`config.mk`:
```
export PLATFORM = sky130hd
export DESIGN_NAME = fkvs_value_buf
export DESIGN_NICKNAME = d
export VERILOG_FILES = /design/src/fkvs_value_buf.sv
export SDC_FILE = /design/constraint.sdc
export NUM_CORES = 2
export LEC_CHECK = 0
export BUFFER_PORTS_ARGS = -buffer_cell sky130_fd_sc_hd__buf_2
export CAP_MARGIN = 20
export CORE_MARGIN = 8
export CORE_UTILIZATION = 55
export DETAILED_ROUTE_END_ITERATION = 16
export PLACE_DENSITY = 0.71
export SLEW_MARGIN = 20
export SYNTH_ARGS = -nofsm -noshare
export SYNTH_HDL_FRONTEND = slang
export SYNTH_SLANG_ARGS = --single-unit
export TNS_END_PERCENT = 50
```
`constraint.sdc`:
```
create_clock -name clk_i -period 4.3 [get_ports clk_i]
set_clock_uncertainty 0.15 [all_clocks]
set_input_delay 0.43 -clock clk_i [delete_from_list [all_inputs] [get_ports clk_i]]
set_output_delay 0.43 -clock clk_i [all_outputs]
set_load 0.05 [all_outputs]
```
`src/fkvs_value_buf.sv`:
```
// Word-wide buffer of the value bytes of a pending put, read one byte at a time.
module fkvs_value_buf (
  input  logic        clk_i,
  input  logic        wr_en_i,
  input  logic [5:0]  wr_addr_i,
  input  logic [31:0] wr_data_i,
  input  logic [7:0]  rd_addr_i,
  output logic [7:0]  rd_byte_o
);

  logic [31:0] mem_q [64];
  logic [31:0] rd_word_q;
  logic [1:0]  rd_sel_q;

  always_ff @(posedge clk_i) begin
    if (wr_en_i) begin
      mem_q[wr_addr_i] <= wr_data_i;
    end
    rd_word_q <= mem_q[rd_addr_i[7:2]];
    rd_sel_q  <= rd_addr_i[1:0];
  end

  assign rd_byte_o = rd_word_q[8*rd_sel_q +: 8];

endmodule

```
==> impl_results.md <==
* Count leader, synth: edfxtp_1
* CP startpoint kind: flip-flop
* Post-Layout Cell Count at 5790
* Mux contribution to synthesized area at 0.152
* DRC at 0
* Maxcap violations at 0
* Clock Sinks at 2082
* Die height at 395 microns
* Placed wire-length estimate at 117000 microns
* Synth unique cells at 45
* RSZ-0062 raised after global routing: no
* CTS tree: built
* Internal power at 0.0330 W
* Status: completed
* Drt pass-1 iters at 5
* Via/cell ratio at 6.64
* Post_cts resized at 0
* Least-Margin Pin Slew at 1110 ps
* Die X-Extent at 395 microns
* Net switching power at 0.00897 W
* Clk pin slew, worst setup/hold paths at 60 ps
* Adder-Cell Fraction of Synth Area at 0
* # nets final at 3761
* GRT Overall Usage at 0.257
* Area contributors post-synth: edfxtp_1, mux4_2, o22ai_1
* Compound-Gate Fraction of Synth Area at 0.0262
* Routability Congestion at 0.880
* Initial antenna violation count at 17
* Deepest clock path buffer count at 3
* DRT iter0 DRCs at 5094
* CTS Hold Buffers Added at 7
* Number of synthesized flops with an enable pin at 2048
* Vias in the first global route at 38500
* Num rows at 139
* Placed Cells at 5409
* Proportion of layout cells with a drive suffix above 1 at 0.299
* Pre-CTS setup slack at 854 ps
* WP data required at 3720 ps
* Die ar. at 156000 sq um
* Leak Pwr at 27.9 nW
* Syn Inst Count at 3423
* Async SR Flop Fraction at 0
* First-pass GRT wire length at 286000 microns
* XOR/XNOR share of the synthesized area at 0
* Clk pwr share at 0.409
* Main combinational cell family by area after synthesis: multiplexers
* Yosys top cell by area: edfxtp_1
* Largest fanout on the critical path at 8
* Post-CTS setup buffers at 0
* Simple-gate share of the synthesized area at 0.0185
* Final wirelength at 202000 microns
* Fin worst setup slack at 869 ps
* Gr ovfl total at 0
* Final worst path period share at 0.798
* Post-synth top area share at 0.780
* Max rail drop VDD at 0.530 mV
* Most frequent cells after synthesis: edfxtp_1, mux4_2, o22ai_1, nor2_1, clkbuf_1
* Final Hold Fails at 0
* Worst-skew pair later-pin latency at 830 ps
* # IOs at 56
* Root Driver: clkbuf_16
* Final min period at 3430 ps
* Area growth from synthesis to layout at 13.7%
* Setup TNS at 0 ps
* Initial Util at 0.551
* Slew margin rel. at 0.252
* YS warnings at 0
* CP arrival at 2850 ps
* CTS Buf Count at 198
* Fillers at 9405
* Worst min path class: primary input to flip-flop
* Pwr per Cell Area at 468 nW/um^2
* PnR Total Power at 0.0420 W
* H-tree depth at 4
* Main synth FF type: edfxtp_1
* Port bufs at 55
* Seq/Total Area, Yosys at 0.789
* Net Sw Frac at 0.214
* Mapped Area at 78800 sq um
* Pin count of the biggest net entering global routing at 115
* Endpoint type of the worst setup path: output pin
* Flops & latches, synth at 2082
* Detailed-route wire length per cell at 34.9 microns
* WS Path Type: flip-flop to output pin
* Via count at 38400
* Placeable Area at 143000 sq um
* Part of the power in registers at 0.537
* Max frequency at 291 MHz
* Slew Viols, Final at 0
* Final setup viols at 0
* Post-synthesis area per instance at 23.0 sq um
* Combinational Power Share at 0.053
* Post-route ant nets at 0
* Mapped Nets at 3471
==> power by group through the flow <==
stage	Combinational [W]	Clock, W	Sequential [W]
final	0.00224	0.0172	0.0225
after global routing	0.00233	0.0181	0.0225
after CTS	0.00223	0.0174	0.0225
after detailed placement	0.00222	0	0.0230
after global placement	0.00218	0	0.0230
after floorplan	0.00116	0	0.0229
==> per-stage QoR <==
stage / utilization / instance area, sq um / hold slack (ps)
detailed placement: 0.581 / 83100 / 392
CTS: 0.627 / 89600 / 25.9
floorplan: - / 78800 / 308
finish: 0.627 / 89600 / 13.9
global placement: 0.581 / 83100 / 384
global route: 0.627 / 89600 / 9.68
==> worst max-delay path: stages, from the launching register on <==
cell and delay (ps):
dfxtp_1 1000, mux4_2 740, buf_2 270
==> metal layers <==
layer / vias to the layer above / track usage / routed length, microns
met5: - / 0 / 26
met4: 4 / 0.0969 / 8450
met3: 410 / 0.0661 / 22500
met2: 2374 / 0.411 / 98400
met1: 20300 / 0.345 / 72500
li1: 15300 / - / -
==> cell usage in the layout, fill, tap and decap left out, drive strengths merged, types with 34 or more instances in the layout <==
master / instances
nor2: 92
a211oi: 52
buf: 279
nor2b: 53
edfxtp: 2048
dfxtp: 34
clkinv: 92
clkbuf: 241
mux2i: 55
o22ai: 141
mux4: 501
==> final timing paths <==
path / cells past startpoint / slack, ps / startpoint / end
max: 2 / 870 / rd_sel_q[0] / rd_byte_o[4]
min: 1 / 10 / wr_data_i[21] / mem_q[29][21]
max reg2reg: 5 / 2060 / mem_q[8][6] / rd_word_q[6]
min reg2reg: 4 / 700 / mem_q[6][12] / rd_word_q[12]
==> logic make-up (layout without fill, tap and decap cells) <==
kind of cell,after synthesis,count (layout)
AO/OA/AOI/OAI,293,293
flip-flops,2082,2082
other,0,8
AND/OR/NAND/NOR,284,284
multiplexers,568,568
buffers and inverters,196,652
==> flip-flops by register name, indices dropped and copies added (netlist names) <==
signal	cells
rd_sel_q	2
rd_word_q	32
mem_q	2048
==> layout make-up <==
type,count,area [sq um],area share
clock inverters,125,1220,0.0137
flip-flops and latches,2082,62200,0.694
diodes,8,20.0,0.000223
well taps,1903,2380,0.0266
clock buffers,241,5180,0.0578
multi-input cells,1145,16100,0.179
repair buffers,286,2580,0.0288
No activity file was read; power rests on OpenSTA's default activity.
